File: src/rtl/sfbd_pkg.sv
// Package for the sprite frame blit decoder.
// Holds the shared constants, result and error codes and the header record type.
// Depends on nothing; used by every module of the block.
package sfbd_pkg;

  // Largest frame or canvas side and pixel count that the block supports.
  localparam logic [14:0] MAX_SIDE          = 15'd16384;
  localparam logic [26:0] MAX_CANVAS_PIXELS = 27'd67108864;

  // Fixed header words.
  localparam logic [31:0] BITS_PER_PIXEL = 32'd32;
  localparam logic [31:0] HEADER_MARKER  = 32'd8;
  localparam logic [31:0] MAX_VARIANT    = 32'd1;

  // Configuration register indexes.
  localparam logic CFG_SIDE_LIMIT  = 1'b0;
  localparam logic CFG_PIXEL_LIMIT = 1'b1;

  // Result kinds.
  localparam logic [1:0] KIND_ACCEPT = 2'd0;
  localparam logic [1:0] KIND_REJECT = 2'd1;
  localparam logic [1:0] KIND_PIXEL  = 2'd2;

  // Error codes; lower codes take priority over higher ones.
  localparam logic [2:0] ERR_UNSUPPORTED = 3'd0;
  localparam logic [2:0] ERR_DIMENSIONS  = 3'd1;
  localparam logic [2:0] ERR_OUTSIDE     = 3'd2;
  localparam logic [2:0] ERR_IMAGE_SIZE  = 3'd3;
  localparam logic [2:0] ERR_CANVAS      = 3'd4;
  localparam logic [2:0] ERR_NONE        = 3'd7;

  // Decoder phases.
  localparam logic [1:0] PH_IDLE   = 2'd0;
  localparam logic [1:0] PH_HEADER = 2'd1;
  localparam logic [1:0] PH_PIXELS = 2'd2;

  // Header word positions.
  localparam logic [3:0] POS_BPP     = 4'd0;
  localparam logic [3:0] POS_SIZE    = 4'd1;
  localparam logic [3:0] POS_FULL_W  = 4'd2;
  localparam logic [3:0] POS_FULL_H  = 4'd3;
  localparam logic [3:0] POS_FRAME_W = 4'd4;
  localparam logic [3:0] POS_FRAME_H = 4'd5;
  localparam logic [3:0] POS_LEFT    = 4'd6;
  localparam logic [3:0] POS_TOP     = 4'd7;
  localparam logic [3:0] POS_MARKER  = 4'd8;
  localparam logic [3:0] POS_VARIANT = 4'd9;

  // Collected header, handed to the judging logic on the final header word.
  typedef struct packed {
    logic [31:0] byte_size;
    logic [14:0] full_w;
    logic [14:0] full_h;
    logic [14:0] frame_w;
    logic [14:0] frame_h;
    logic [31:0] left;
    logic [31:0] top;
    logic [29:0] stored_px;
    logic [29:0] canvas_px;
    logic [2:0]  pend_err;
  } hdr_t;

endpackage

File: src/rtl/sfbd_hdr_judge.sv
// Header judging logic of the sprite frame blit decoder.
// Turns a collected header and the pixel limit into an error code or ERR_NONE.
// Depends on sfbd_pkg.
module sfbd_hdr_judge (
  input  sfbd_pkg::hdr_t hdr_i,
  input  logic [26:0]    pixel_limit_i,
  output logic [2:0]     code_o
);

  logic [26:0] plim;
  logic [14:0] room_w;
  logic [14:0] room_h;
  logic        outside;
  logic        size_bad;
  logic        canvas_bad;

  // Clamp the pixel limit to the supported maximum.
  assign plim = (pixel_limit_i > sfbd_pkg::MAX_CANVAS_PIXELS) ?
                sfbd_pkg::MAX_CANVAS_PIXELS : pixel_limit_i;

  // Room left for the margins; only used when the frame fits in the canvas.
  assign room_w = hdr_i.full_w - hdr_i.frame_w;
  assign room_h = hdr_i.full_h - hdr_i.frame_h;

  // The frame must sit inside the canvas with non-negative margins.
  assign outside = (hdr_i.frame_w > hdr_i.full_w) || (hdr_i.frame_h > hdr_i.full_h) ||
                   hdr_i.left[31] || hdr_i.top[31] ||
                   (hdr_i.left > {17'd0, room_w}) || (hdr_i.top > {17'd0, room_h});

  // Stored pixels within the limit and four bytes per pixel.
  assign size_bad = (hdr_i.stored_px > {3'd0, plim}) ||
                    ({hdr_i.stored_px, 2'b00} != hdr_i.byte_size);

  assign canvas_bad = hdr_i.canvas_px > {3'd0, plim};

  // Checks in priority order.
  always_comb begin
    if (hdr_i.pend_err != sfbd_pkg::ERR_NONE) begin
      code_o = hdr_i.pend_err;
    end else if (outside) begin
      code_o = sfbd_pkg::ERR_OUTSIDE;
    end else if (size_bad) begin
      code_o = sfbd_pkg::ERR_IMAGE_SIZE;
    end else if (canvas_bad) begin
      code_o = sfbd_pkg::ERR_CANVAS;
    end else begin
      code_o = sfbd_pkg::ERR_NONE;
    end
  end

endmodule

File: src/rtl/sprite_frame_blit_decoder.sv
// Top level of the sprite frame blit decoder.
// Collects the ten header words, judges them and places the following pixels.
// Depends on sfbd_pkg and sfbd_hdr_judge.

// The decoder takes one 32-bit word per clock cycle while its input is not
// stalled, and gives at most one result per word, in the cycle after the word
// is taken, from an output register. Header words other than the last give
// no result. A new word, header or pixel, can be taken while the previous
// result is taken from the output register. The canvas and frame pixel
// counts and the bottom row offset are multiplied out on earlier header
// words, so the tenth word only compares and adds. Input requests are stalled
// only while a result waits in the output register and the output is stalled.
// A word with frame_start_i high always begins a new header and drops any
// frame in progress; other words are ignored while the decoder is idle.
module sprite_frame_blit_decoder (
  input  logic        clk_i,
  input  logic        rst_ni,
  // Configuration write port
  input  logic        cfg_we_i,
  input  logic        cfg_index_i,
  input  logic [26:0] cfg_wdata_i,
  // Input requests
  input  logic        in_valid_i,
  output logic        in_stall_o,
  input  logic [31:0] word_i,
  input  logic        frame_start_i,
  // Result requests
  output logic        out_valid_o,
  input  logic        out_stall_i,
  output logic [1:0]  kind_o,
  output logic [2:0]  error_code_o,
  output logic [31:0] pixel_value_o,
  output logic [25:0] dest_index_o,
  output logic [14:0] canvas_width_o,
  output logic [14:0] canvas_height_o,
  output logic        last_pixel_o,
  output logic        frame_useful_o
);

  // Configuration registers
  logic [14:0] side_limit_q;
  logic [26:0] pixel_limit_q;

  // Control state
  logic [1:0]  phase_q, phase_d;
  logic [3:0]  pos_q, pos_d;
  logic [2:0]  pend_q, pend_d;
  logic [13:0] col_q, col_d;
  logic [13:0] row_q, row_d;
  logic [1:0]  vis_q, vis_d;

  // Header and frame registers
  logic [31:0] byte_size_q, byte_size_d;
  logic [14:0] full_w_q, full_w_d;
  logic [14:0] full_h_q, full_h_d;
  logic [14:0] frame_w_q, frame_w_d;
  logic [14:0] frame_h_q, frame_h_d;
  logic [31:0] left_q, left_d;
  logic [31:0] top_q, top_d;
  logic [29:0] stored_px_q, stored_px_d;
  logic [29:0] canvas_px_q, canvas_px_d;
  logic [25:0] bottom_term_q, bottom_term_d;
  logic [25:0] row_base_q, row_base_d;

  // Output register
  logic        out_valid_q, out_valid_d;
  logic [1:0]  kind_q, kind_d;
  logic [2:0]  err_q, err_d;
  logic [31:0] pixel_q, pixel_d;
  logic [25:0] dest_q, dest_d;
  logic [14:0] cw_q, cw_d;
  logic [14:0] ch_q, ch_d;
  logic        last_q, last_d;
  logic        useful_q, useful_d;

  // Working signals
  logic        accept;
  logic        out_take;
  logic [1:0]  eff_phase;
  logic [3:0]  eff_pos;
  logic [2:0]  eff_pend;
  logic [1:0]  eff_vis;
  logic [14:0] side_lim;
  logic        side_bad;
  logic [14:0] side_val;
  logic [2:0]  pend_var;
  logic [25:0] bottom_row;
  logic [25:0] bottom_prod;
  logic [14:0] col_p1;
  logic [14:0] row_p1;
  logic        is_last;
  logic [1:0]  vis_new;
  logic [2:0]  judge_code;
  sfbd_pkg::hdr_t hdr;

  assign accept     = in_valid_i && !in_stall_o;
  assign out_take   = out_valid_q && !out_stall_i;
  assign in_stall_o = out_valid_q && out_stall_i;

  // A frame start restarts the header before the word is handled.
  assign eff_phase = frame_start_i ? sfbd_pkg::PH_HEADER : phase_q;
  assign eff_pos   = frame_start_i ? sfbd_pkg::POS_BPP   : pos_q;
  assign eff_pend  = frame_start_i ? sfbd_pkg::ERR_NONE  : pend_q;
  assign eff_vis   = frame_start_i ? 2'd0 : vis_q;

  // Side check for the four dimension words.
  assign side_lim = (side_limit_q > sfbd_pkg::MAX_SIDE) ? sfbd_pkg::MAX_SIDE : side_limit_q;
  assign side_bad = (word_i == 32'd0) || (word_i > {17'd0, side_lim});
  assign side_val = side_bad ? 15'd0 : word_i[14:0];

  // Pending error after the variant word has been looked at.
  assign pend_var = ((word_i > sfbd_pkg::MAX_VARIANT) &&
                     (sfbd_pkg::ERR_UNSUPPORTED < eff_pend)) ?
                    sfbd_pkg::ERR_UNSUPPORTED : eff_pend;

  // Offset of the bottom stored row in the canvas, formed on the marker word.
  // Only the low 26 bits of the index are kept, so the product is cut there.
  assign bottom_row  = top_q[25:0] + {11'd0, frame_h_q} - 26'd1;
  assign bottom_prod = bottom_row * {11'd0, full_w_q};

  // Pixel stepping.
  assign col_p1  = {1'b0, col_q} + 15'd1;
  assign row_p1  = {1'b0, row_q} + 15'd1;
  assign is_last = (col_p1 == frame_w_q) && (row_p1 == frame_h_q);
  assign vis_new = ((word_i[31:24] != 8'd0) && (eff_vis < 2'd2)) ? eff_vis + 2'd1 : eff_vis;

  // Header record for the judge.
  always_comb begin
    hdr.byte_size = byte_size_q;
    hdr.full_w    = full_w_q;
    hdr.full_h    = full_h_q;
    hdr.frame_w   = frame_w_q;
    hdr.frame_h   = frame_h_q;
    hdr.left      = left_q;
    hdr.top       = top_q;
    hdr.stored_px = stored_px_q;
    hdr.canvas_px = canvas_px_q;
    hdr.pend_err  = pend_var;
  end

  sfbd_hdr_judge u_judge (
    .hdr_i         (hdr),
    .pixel_limit_i (pixel_limit_q),
    .code_o        (judge_code)
  );

  // Next state and next result.
  always_comb begin
    phase_d       = phase_q;
    pos_d         = pos_q;
    pend_d        = pend_q;
    col_d         = col_q;
    row_d         = row_q;
    vis_d         = vis_q;
    byte_size_d   = byte_size_q;
    full_w_d      = full_w_q;
    full_h_d      = full_h_q;
    frame_w_d     = frame_w_q;
    frame_h_d     = frame_h_q;
    left_d        = left_q;
    top_d         = top_q;
    stored_px_d   = stored_px_q;
    canvas_px_d   = canvas_px_q;
    bottom_term_d = bottom_term_q;
    row_base_d    = row_base_q;

    out_valid_d = out_take ? 1'b0 : out_valid_q;
    kind_d      = kind_q;
    err_d       = err_q;
    pixel_d     = pixel_q;
    dest_d      = dest_q;
    cw_d        = cw_q;
    ch_d        = ch_q;
    last_d      = last_q;
    useful_d    = useful_q;

    if (accept) begin
      if (frame_start_i) begin
        phase_d = sfbd_pkg::PH_HEADER;
        pos_d   = sfbd_pkg::POS_BPP;
        pend_d  = sfbd_pkg::ERR_NONE;
        vis_d   = 2'd0;
      end
      case (eff_phase)
        sfbd_pkg::PH_HEADER: begin
          pos_d = eff_pos + 4'd1;
          case (eff_pos)
            sfbd_pkg::POS_BPP: begin
              if (word_i != sfbd_pkg::BITS_PER_PIXEL) begin
                pend_d = sfbd_pkg::ERR_UNSUPPORTED;
              end
            end
            sfbd_pkg::POS_SIZE: begin
              byte_size_d = word_i;
            end
            sfbd_pkg::POS_FULL_W: begin
              full_w_d = side_val;
              if (side_bad && (sfbd_pkg::ERR_DIMENSIONS < eff_pend)) begin
                pend_d = sfbd_pkg::ERR_DIMENSIONS;
              end
            end
            sfbd_pkg::POS_FULL_H: begin
              full_h_d = side_val;
              if (side_bad && (sfbd_pkg::ERR_DIMENSIONS < eff_pend)) begin
                pend_d = sfbd_pkg::ERR_DIMENSIONS;
              end
            end
            sfbd_pkg::POS_FRAME_W: begin
              frame_w_d   = side_val;
              canvas_px_d = {15'd0, full_w_q} * {15'd0, full_h_q};
              if (side_bad && (sfbd_pkg::ERR_DIMENSIONS < eff_pend)) begin
                pend_d = sfbd_pkg::ERR_DIMENSIONS;
              end
            end
            sfbd_pkg::POS_FRAME_H: begin
              frame_h_d = side_val;
              if (side_bad && (sfbd_pkg::ERR_DIMENSIONS < eff_pend)) begin
                pend_d = sfbd_pkg::ERR_DIMENSIONS;
              end
            end
            sfbd_pkg::POS_LEFT: begin
              left_d      = word_i;
              stored_px_d = {15'd0, frame_w_q} * {15'd0, frame_h_q};
            end
            sfbd_pkg::POS_TOP: begin
              top_d = word_i;
            end
            sfbd_pkg::POS_MARKER: begin
              bottom_term_d = bottom_prod;
              if (word_i != sfbd_pkg::HEADER_MARKER) begin
                pend_d = sfbd_pkg::ERR_UNSUPPORTED;
              end
            end
            default: begin
              // Variant word: judge the header and report.
              pos_d       = sfbd_pkg::POS_BPP;
              pend_d      = pend_var;
              out_valid_d = 1'b1;
              pixel_d     = 32'd0;
              dest_d      = 26'd0;
              last_d      = 1'b0;
              useful_d    = 1'b0;
              if (judge_code != sfbd_pkg::ERR_NONE) begin
                phase_d = sfbd_pkg::PH_IDLE;
                kind_d  = sfbd_pkg::KIND_REJECT;
                err_d   = judge_code;
                cw_d    = 15'd0;
                ch_d    = 15'd0;
              end else begin
                phase_d    = sfbd_pkg::PH_PIXELS;
                col_d      = 14'd0;
                row_d      = 14'd0;
                vis_d      = 2'd0;
                row_base_d = bottom_term_q + left_q[25:0];
                kind_d     = sfbd_pkg::KIND_ACCEPT;
                err_d      = 3'd0;
                cw_d       = full_w_q;
                ch_d       = full_h_q;
              end
            end
          endcase
        end
        sfbd_pkg::PH_PIXELS: begin
          // Place one pixel; step the column and move up one canvas row at
          // the end of each stored row.
          vis_d       = vis_new;
          out_valid_d = 1'b1;
          kind_d      = sfbd_pkg::KIND_PIXEL;
          err_d       = 3'd0;
          pixel_d     = word_i;
          dest_d      = row_base_q + {12'd0, col_q};
          cw_d        = 15'd0;
          ch_d        = 15'd0;
          last_d      = is_last;
          useful_d    = is_last && (vis_new == 2'd2);
          if (is_last) begin
            phase_d = sfbd_pkg::PH_IDLE;
          end else if (col_p1 >= frame_w_q) begin
            col_d      = 14'd0;
            row_d      = row_p1[13:0];
            row_base_d = row_base_q - {11'd0, full_w_q};
          end else begin
            col_d = col_p1[13:0];
          end
        end
        default: begin
          // Idle: the word is dropped.
        end
      endcase
    end
  end

  // Configuration registers.
  always_ff @(posedge clk_i or negedge rst_ni) begin
    if (!rst_ni) begin
      side_limit_q  <= sfbd_pkg::MAX_SIDE;
      pixel_limit_q <= sfbd_pkg::MAX_CANVAS_PIXELS;
    end else if (cfg_we_i) begin
      if (cfg_index_i == sfbd_pkg::CFG_SIDE_LIMIT) begin
        side_limit_q <= cfg_wdata_i[14:0];
      end
      if (cfg_index_i == sfbd_pkg::CFG_PIXEL_LIMIT) begin
        pixel_limit_q <= cfg_wdata_i;
      end
    end
  end

  // Control registers.
  always_ff @(posedge clk_i or negedge rst_ni) begin
    if (!rst_ni) begin
      phase_q     <= sfbd_pkg::PH_IDLE;
      pos_q       <= sfbd_pkg::POS_BPP;
      pend_q      <= sfbd_pkg::ERR_NONE;
      col_q       <= 14'd0;
      row_q       <= 14'd0;
      vis_q       <= 2'd0;
      out_valid_q <= 1'b0;
    end else begin
      phase_q     <= phase_d;
      pos_q       <= pos_d;
      pend_q      <= pend_d;
      col_q       <= col_d;
      row_q       <= row_d;
      vis_q       <= vis_d;
      out_valid_q <= out_valid_d;
    end
  end

  // Header, frame and result payload registers.
  always_ff @(posedge clk_i) begin
    byte_size_q   <= byte_size_d;
    full_w_q      <= full_w_d;
    full_h_q      <= full_h_d;
    frame_w_q     <= frame_w_d;
    frame_h_q     <= frame_h_d;
    left_q        <= left_d;
    top_q         <= top_d;
    stored_px_q   <= stored_px_d;
    canvas_px_q   <= canvas_px_d;
    bottom_term_q <= bottom_term_d;
    row_base_q    <= row_base_d;
    kind_q        <= kind_d;
    err_q         <= err_d;
    pixel_q       <= pixel_d;
    dest_q        <= dest_d;
    cw_q          <= cw_d;
    ch_q          <= ch_d;
    last_q        <= last_d;
    useful_q      <= useful_d;
  end

  assign out_valid_o     = out_valid_q;
  assign kind_o          = kind_q;
  assign error_code_o    = err_q;
  assign pixel_value_o   = pixel_q;
  assign dest_index_o    = dest_q;
  assign canvas_width_o  = cw_q;
  assign canvas_height_o = ch_q;
  assign last_pixel_o    = last_q;
  assign frame_useful_o  = useful_q;

  // The header position only moves while a header is being collected.
  a_pos_in_header: assert property (@(posedge clk_i) disable iff (!rst_ni)
    (phase_q != sfbd_pkg::PH_HEADER) |-> (pos_q == sfbd_pkg::POS_BPP))
    else $error("header position nonzero outside the header phase");

  // The final header word always yields a result in the next cycle.
  a_hdr_result: assert property (@(posedge clk_i) disable iff (!rst_ni)
    (accept && !frame_start_i && (phase_q == sfbd_pkg::PH_HEADER) &&
     (pos_q == sfbd_pkg::POS_VARIANT)) |=> out_valid_q)
    else $error("no result after the final header word");

  // The column counter stays inside the stored row.
  a_col_range: assert property (@(posedge clk_i) disable iff (!rst_ni)
    (phase_q == sfbd_pkg::PH_PIXELS) |-> ({1'b0, col_q} < frame_w_q))
    else $error("column counter beyond frame width");

  // Error codes and last pixel flags only travel with their own result kinds.
  a_fields_kind: assert property (@(posedge clk_i) disable iff (!rst_ni)
    out_valid_q |-> (((kind_q == sfbd_pkg::KIND_REJECT) || (err_q == 3'd0)) &&
                     ((kind_q == sfbd_pkg::KIND_PIXEL) || !last_q)))
    else $error("result field set for the wrong result kind");

endmodule

File: config.mk
export PLATFORM = sky130hd
export DESIGN_NAME = sprite_frame_blit_decoder
export DESIGN_NICKNAME = d
export VERILOG_FILES = /design/src/rtl/sfbd_pkg.sv /design/src/rtl/sfbd_hdr_judge.sv /design/src/rtl/sprite_frame_blit_decoder.sv
export SDC_FILE = /design/constraint.sdc
export NUM_CORES = 2
export LEC_CHECK = 0
export BUFFER_PORTS_ARGS = -buffer_cell sky130_fd_sc_hd__buf_2
export CORE_UTILIZATION = 65
export CTS_CLUSTER_DIAMETER = 50
export DETAILED_ROUTE_END_ITERATION = 10
export PLACE_DENSITY_LB_ADDON = 0.25
export SLEW_MARGIN = 20
export SYNTH_ARGS = -nofsm -noshare
export SYNTH_HDL_FRONTEND = slang
export SYNTH_SLANG_ARGS = --single-unit
File: constraint.sdc
create_clock -name clk_i -period 22.4 [get_ports clk_i]
set_clock_uncertainty 0.1 [all_clocks]
set_input_delay 4.48 -clock clk_i [delete_from_list [all_inputs] [get_ports clk_i]]
set_output_delay 4.48 -clock clk_i [all_outputs]
set_load 0.02 [all_outputs]
### After elaboration in Yosys (flattened, before gate mapping)

Cells that the tools add are included.

| storage, ports and cells | value |
|---|---|
| bits in registers | 445 |
| output and inout bits | 97 |
| input port bits | 66 |

| operators by class | value |
|---|---|
| bitwise logic cells | 1 |
| reductions and logical operators | 37 |
| mux-type cells | 63 |
| add/subtract/negate cells | 11 |
| order comparisons | 14 |
| multiply operators | 3 |
| eq/ne operators | 22 |

Operators with widths:

| operator | count |
|---|---|
| $mux W26 | 5 |
| $pmux W26 S2 | 2 |
| $gt A32 B15 Y1 | 3 |
| $mux W15 | 6 |
| $mux W14 | 6 |
| $pmux W32 S2 | 1 |
| $gt A30 B27 Y1 | 2 |
| $mul A15 B15 Y30 | 2 |
| $pmux W15 S2 | 2 |
| $pmux W14 S2 | 2 |
| $mux W3 | 11 |
| $gt A32 B1 Y1 const B | 1 |
| $logic_not A32 Y1 | 1 |
| $mux W32 | 1 |
| $ne A32 B32 Y1 | 1 |
| $ne A32 B4 Y1 const B | 1 |
| $ne A32 B6 Y1 const B | 1 |
| $add A14 B1 Y15 const B | 2 |
| $eq A15 B15 Y1 | 2 |
| $gt A15 B15 Y1 | 2 |
| $sub A15 B15 Y15 | 2 |
| $gt A27 B27 Y1 const B | 1 |
| $mux W27 | 1 |
| $reduce_and A3 Y1 | 9 |
| 40 further kinds | 84 |

### Longest topological paths before layout

| depth | value |
|---|---|
| depth after elaboration | 12 |
| depth in mapped cells | 38 |

### Modules after synthesis

Synthesis repeated with hierarchy kept, for this count alone.

| unflattened totals | value |
|---|---|
| cells, all modules | 4842 |
| area total of the unflattened synthesis | 47628.2 um^2 |

By module, submodules not included:

| module | cells each | instances | area an instance (um^2) |
|---|---|---|---|
| sprite_frame_blit_decoder | 4298 | 1 | 43656.9 |
| sfbd_hdr_judge | 544 | 1 | 3971.3 |

### Worst setup path before layout

No wires, ideal clock.

| timing path | value |
|---|---|
| path kind | input to register |
| start point | input frame_start_i |
| end point | register row_base_q[0], enable pin |
| library setup time | 381 ps |
| path slack | 10105 ps |
| arrival | 11814 ps |
| stages | 18 |
| required time | 21919 ps |
| cell sequence | clkbuf_1 > clkbuf_1 > nand2b_1 > inv_1 > ha_1 > nor2_1 > o22a_1 > o21a_1 > inv_1 > nor2_1 > mux2i_1 > nor2_1 > and2_1 > nand3_1 > o21ai_1 > nand2_1 > clkbuf_1 > inv_1 |

| between the ends | value |
|---|---|
| cells in the longest elaborated chain, start to end | 9 |
| elaborated cells on any way between the ends | 27 |

Ends and longest elaborated chain:

| what | RTL line | text |
|---|---|---|
| start, declared | sprite_frame_blit_decoder.sv:26 | `input logic frame_start_i,` |
| $mux W3 | sprite_frame_blit_decoder.sv:103 | `assign eff_pend = frame_start_i ? sfbd_pkg::ERR_NONE : pend_q;` |
| $lt A1 B3 Y1 | sprite_frame_blit_decoder.sv:113 | `(sfbd_pkg::ERR_UNSUPPORTED < eff_pend)) ?` |
| $logic_and A1 B1 Y1 | sprite_frame_blit_decoder.sv:112 | `assign pend_var = ((word_i > sfbd_pkg::MAX_VARIANT) &&` |
| $mux W3 | sprite_frame_blit_decoder.sv:113 |  |
| $ne A3 B3 Y1 | sfbd_hdr_judge.sv:38 | `if (hdr_i.pend_err != sfbd_pkg::ERR_NONE) begin` |
| $mux W3 | sfbd_hdr_judge.sv:38 |  |
| $ne A3 B3 Y1 | sprite_frame_blit_decoder.sv:243 | `if (judge_code != sfbd_pkg::ERR_NONE) begin` |
| $ne A2 B2 Y1 (no line) | -- |  |
| $reduce_and A6 Y1 (no line) * | -- |  |
| end signal, assigned | sprite_frame_blit_decoder.sv:341 | `row_base_q <= row_base_d;` |
| end, declared | sprite_frame_blit_decoder.sv:63 | `logic [25:0] row_base_q, row_base_d;` |

Mark *: on every way between the ends. The rest lies on a longest branch, timed or not.
A chain may end at the register's enable or synchronous reset.

### Worst setup path after layout

| timing path | value |
|---|---|
| start point | register frame_h_q[1] |
| end point | register bottom_term_q[25] (data pin) |

| between the ends | value |
|---|---|
| cells in the longest elaborated chain, start to end | 3 |

Ends and longest elaborated chain:

| what | RTL line | text |
|---|---|---|
| start, declared | sprite_frame_blit_decoder.sv:57 | `logic [14:0] frame_h_q, frame_h_d;` |
| start signal, assigned | sprite_frame_blit_decoder.sv:335 | `frame_h_q <= frame_h_d;` |
| $add A26 B15 Y26 | sprite_frame_blit_decoder.sv:118 | `assign bottom_row = top_q[25:0] + {11'd0, frame_h_q} - 26'd1;` |
| $sub A26 B1 Y26 | sprite_frame_blit_decoder.sv:118 |  |
| $mul A26 B15 Y26 | sprite_frame_blit_decoder.sv:119 | `assign bottom_prod = bottom_row * {11'd0, full_w_q};` |
| net bottom_prod[25] | sprite_frame_blit_decoder.sv:88 | `logic [25:0] bottom_prod;` |
| end signal, assigned | sprite_frame_blit_decoder.sv:340 | `bottom_term_q <= bottom_term_d;` |
| end, declared | sprite_frame_blit_decoder.sv:62 | `logic [25:0] bottom_term_q, bottom_term_d;` |

The timed path passes the listed nets, and every way through them passes these cells.

==> flow_summary.ini <==
[global_routing]
track_usage_pct = 37.7
grt-ovfl-total = 0
groute.layer.met2.usage_pct = 57.2
use_met1_pct = 50.6
grt_max_degree = 82
first_global_vias = 36200
top_usage_layer = met2
use_met3_pct = 8.91
antenna_found_initial = 4
grt_pass1_wl_mm = 209

[critical_path]
crit_path_max_incr_delay_ns = 0.60
cp_slowest_cell = fa_1
r2r_setup_slack_ns = 12.23
arrival_ns = 10.42
cp_max_fo = 13
rr_endpoint = bottom_term_q[25]$_DFFE_PP_
worst-setup-path-type = reg2reg
end_kind = register
cp_common_cell = xnor2_1
critPathLaunchType = register
rr_worst_depth = 35
worstPathRequired_ns = 22.65
r2r_start = frame_h_q[1]$_DFFE_PP_

[die]
ios = 163
die_x_um = 272
start_util_pct = 66.0
core_um2 = 71900
rows = 98
die_h_um = 272
dieArea_um2 = 74000

[sta]
setup_viol = 0
worst_slack_ns = 12.23
tightest_slew_ns = 1.28
maxSlewViolCount = 0
fin_crit_sh_pct = 45.4
fin_crit_ns = 10.17
relSlewSlack_pct = 14.1
grt_setup_unrepaired = no
hold_viol = 0
fmax_ghz = 0.0983
whs_ns = 0.384
final.setup.tns_ns = 0

[flow_run]
drv_cap = 0

[placement]
dp_slack_ns = 12.37
hpwl_mm = 102
dp_cells = 5764
io_buffers = 162
dpl-instance-area_um2 = 49200
gp_congestion = 0.981

[pwr]
p_total_mw = 2.79
switching_power_mw = 0.884
p_comb_share_pct = 25.1
p_seq_share_pct = 36.3
p_leak_nw = 23.7
power_density_nw_per_um2 = 54.0
clkPwrFrac_pct = 38.6
p_sw_share_pct = 31.7
p_int_mw = 1.90
ir_drop_uv = 69.7

[cts]
cts-htree-levels = 3
insertion_delay_ns = 0.63
cts_tree = done
cts_sinks = 445
numCtsBuffers = 66
cts_max_path_buffers = 3
cts_resized = 0
cts_root_buf = clkbuf_16
clk_transition_reported_paths_ns = 0.05
postCtsSetupRepairBufs = 0
hold_buffers = 0

[layout]
area_delta_synth_final_pct = 8.70
final_util_pct = 71.7
drive_above_1_share_pct = 8.63
fillerInstances = 5285
stdcell_count = 5887
nets = 5990
design_area_um2 = 51500

[hold_path]
whs_path_depth = 2
worstHoldStart = phase_q[1]$_DFFE_PN0P_
worstHoldEndpoint = phase_q[1]$_DFFE_PN0P_
hp-class = reg2reg

[drt]
drc = 0
viasPerCell = 6.07
vias = 35800
drt_iter0_drc = 3324
wl_per_cell_um = 23.1
ant_nets = 0
drt_wl_total_mm = 136
drt_first_pass_iters = 6

[yosys]
async_flop_share_pct = 18.4
yosysSeqAreaShare_pct = 27.3
synth.avg_cell_area_um2 = 9.95
synth_edf_count = 363
ys.flop_type = edfxtp_1
synth_cell_types = 86
yosys_warnings = 0
synthesis.area_um2 = 47400
synth_cells = 4767
ys_ff_latch = 445
syn-num-nets = 5875

[run_status]
status = finished clean
## critical path: cells and delay by family (launching register included)
family / cells / cell delay (ns)
flops: 1 / 0.50
buf+inv: 3 / 0.56
fa+ha+maj: 9 / 4.01
compound gates: 7 / 1.73
simple gates: 3 / 0.42
xor+xnor: 13 / 2.56
## cells in the final DEF, fill, tap and decap left out, drive strengths merged, types with 123 or more instances in the layout
| master | instances |
|---|---|
| ha | 491 |
| a21oi | 140 |
| inv | 774 |
| and2 | 259 |
| nand2 | 557 |
| o21ai | 123 |
| edfxtp | 363 |
| buf | 216 |
| nor2 | 258 |
| xnor2 | 173 |
| fa | 551 |
## how the worst max path moves through the flow
stage | from | slack (ns) | endpoint | cells after the start
after floorplan | frame_start_i | 10.11 | row_base_q[0]$_DFFE_PP_ | 18
after CTS | frame_h_q[1]$_DFFE_PP_ | 12.36 | bottom_term_q[25]$_DFFE_PP_ | 35
after detailed placement | frame_h_q[1]$_DFFE_PP_ | 12.37 | bottom_term_q[25]$_DFFE_PP_ | 35
final | frame_h_q[1]$_DFFE_PP_ | 12.23 | bottom_term_q[25]$_DFFE_PP_ | 35
after global routing | frame_h_q[1]$_DFFE_PP_ | 11.62 | bottom_term_q[25]$_DFFE_PP_ | 35
after global placement | frame_h_q[1]$_DFFE_PP_ | 12.58 | bottom_term_q[25]$_DFFE_PP_ | 37
## layer usage
layer	vias to the layer above	wire (um)
met1	17600	52300
met4	0	8520
met2	1953	59200
met5	-	0
li1	15800	-
met3	413	15800
## layout make-up
class | count | area [um^2] | area share, %
Inverter | 762 | 2860 | 5.55
Clock inverter | 42 | 482 | 0.935
Timing Repair Buffer | 216 | 1220 | 2.36
Multi-Input combinational cell | 3391 | 31000 | 60.2
Clock buffer | 79 | 1820 | 3.52
Tap cell | 950 | 1190 | 2.31
Antenna cell | 2 | 5.00 | 0.00971
Sequential cell | 445 | 13000 | 25.1
## sequential cells by signal, indices dropped and copies added, names as in the netlist, 3 cells and up
name and flops:
side_limit_q 15, row_base_q 26, pixel_limit_q 27, canvas_height_o 15
full_w_q 15, frame_w_q 15, bottom_term_q 26, dest_index_o 26
canvas_px_q 30, top_q 32, col_q 14, byte_size_q 32
pixel_value_o 32, frame_h_q 15, stored_px_q 30, canvas_width_o 15
pos_q 4, row_q 14, full_h_q 15, pend_q 3
error_code_o 3, left_q 32
## synth_stat cells (all sizes together) (5+ instances only)
cell	instances	area, um^2
a211oi	15	118
a21boi	19	143
a21o	58	435
a21oi	140	704
a221o	11	110
a31oi	23	159
and2	259	1620
and3	58	363
and4	6	52.6
buf	9	42.5
clkbuf	159	609
dfrtp	77	1930
dfstp	5	131
edfxtp	363	10900
fa	551	11000
ha	491	6140
inv	759	2850
mux2	50	563
mux2i	8	80.1
nand2	557	2090
nand2b	48	300
nand3	52	260
nand3b	8	60.1
nand4	36	225
nand4b	5	43.8
nor2	258	968
nor2b	51	322
nor3	54	297
nor3b	8	60.1
nor4	43	269
nor4b	8	70.1
o2111ai	7	61.3
o211ai	12	90.1
o21a	47	353
o21ai	123	619
o21bai	29	218
o2bb2ai	7	61.3
o31ai	14	119
o41ai	8	88.8
or2	8	50.1
or3	21	131
or4	6	45.0
xnor2	173	1520
xor2	78	698
## power by group through the flow
stage	registers (mW)	clock network, mW	logic [mW]
final	1.01	1.07	0.700
after global routing	1.01	1.11	0.780
after CTS	1.01	1.08	0.695
after detailed placement	1.02	0	0.689
after global placement	1.02	0	0.668
after floorplan	1.05	0	0.469
## logic make-up (layout without fill, tap and decap cells)
| logic type | Yosys count | count (layout) | share of synthesized area, % |
|---|---|---|---|
| XOR/XNOR | 253 | 253 | 4.76 |
| multiplexers | 58 | 58 | 1.36 |
| AO/OA/AOI/OAI | 547 | 547 | 7.56 |
| flip-flops | 445 | 445 | 27.3 |
| other | 0 | 2 | 0 |
| adder cells (fa/ha/maj) | 1042 | 1042 | 36.2 |
| AND/OR/NAND/NOR | 1491 | 1491 | 15.3 |
| buffers and inverters | 931 | 1099 | 7.43 |
Note: power is estimated with default switching activity, not from simulation.
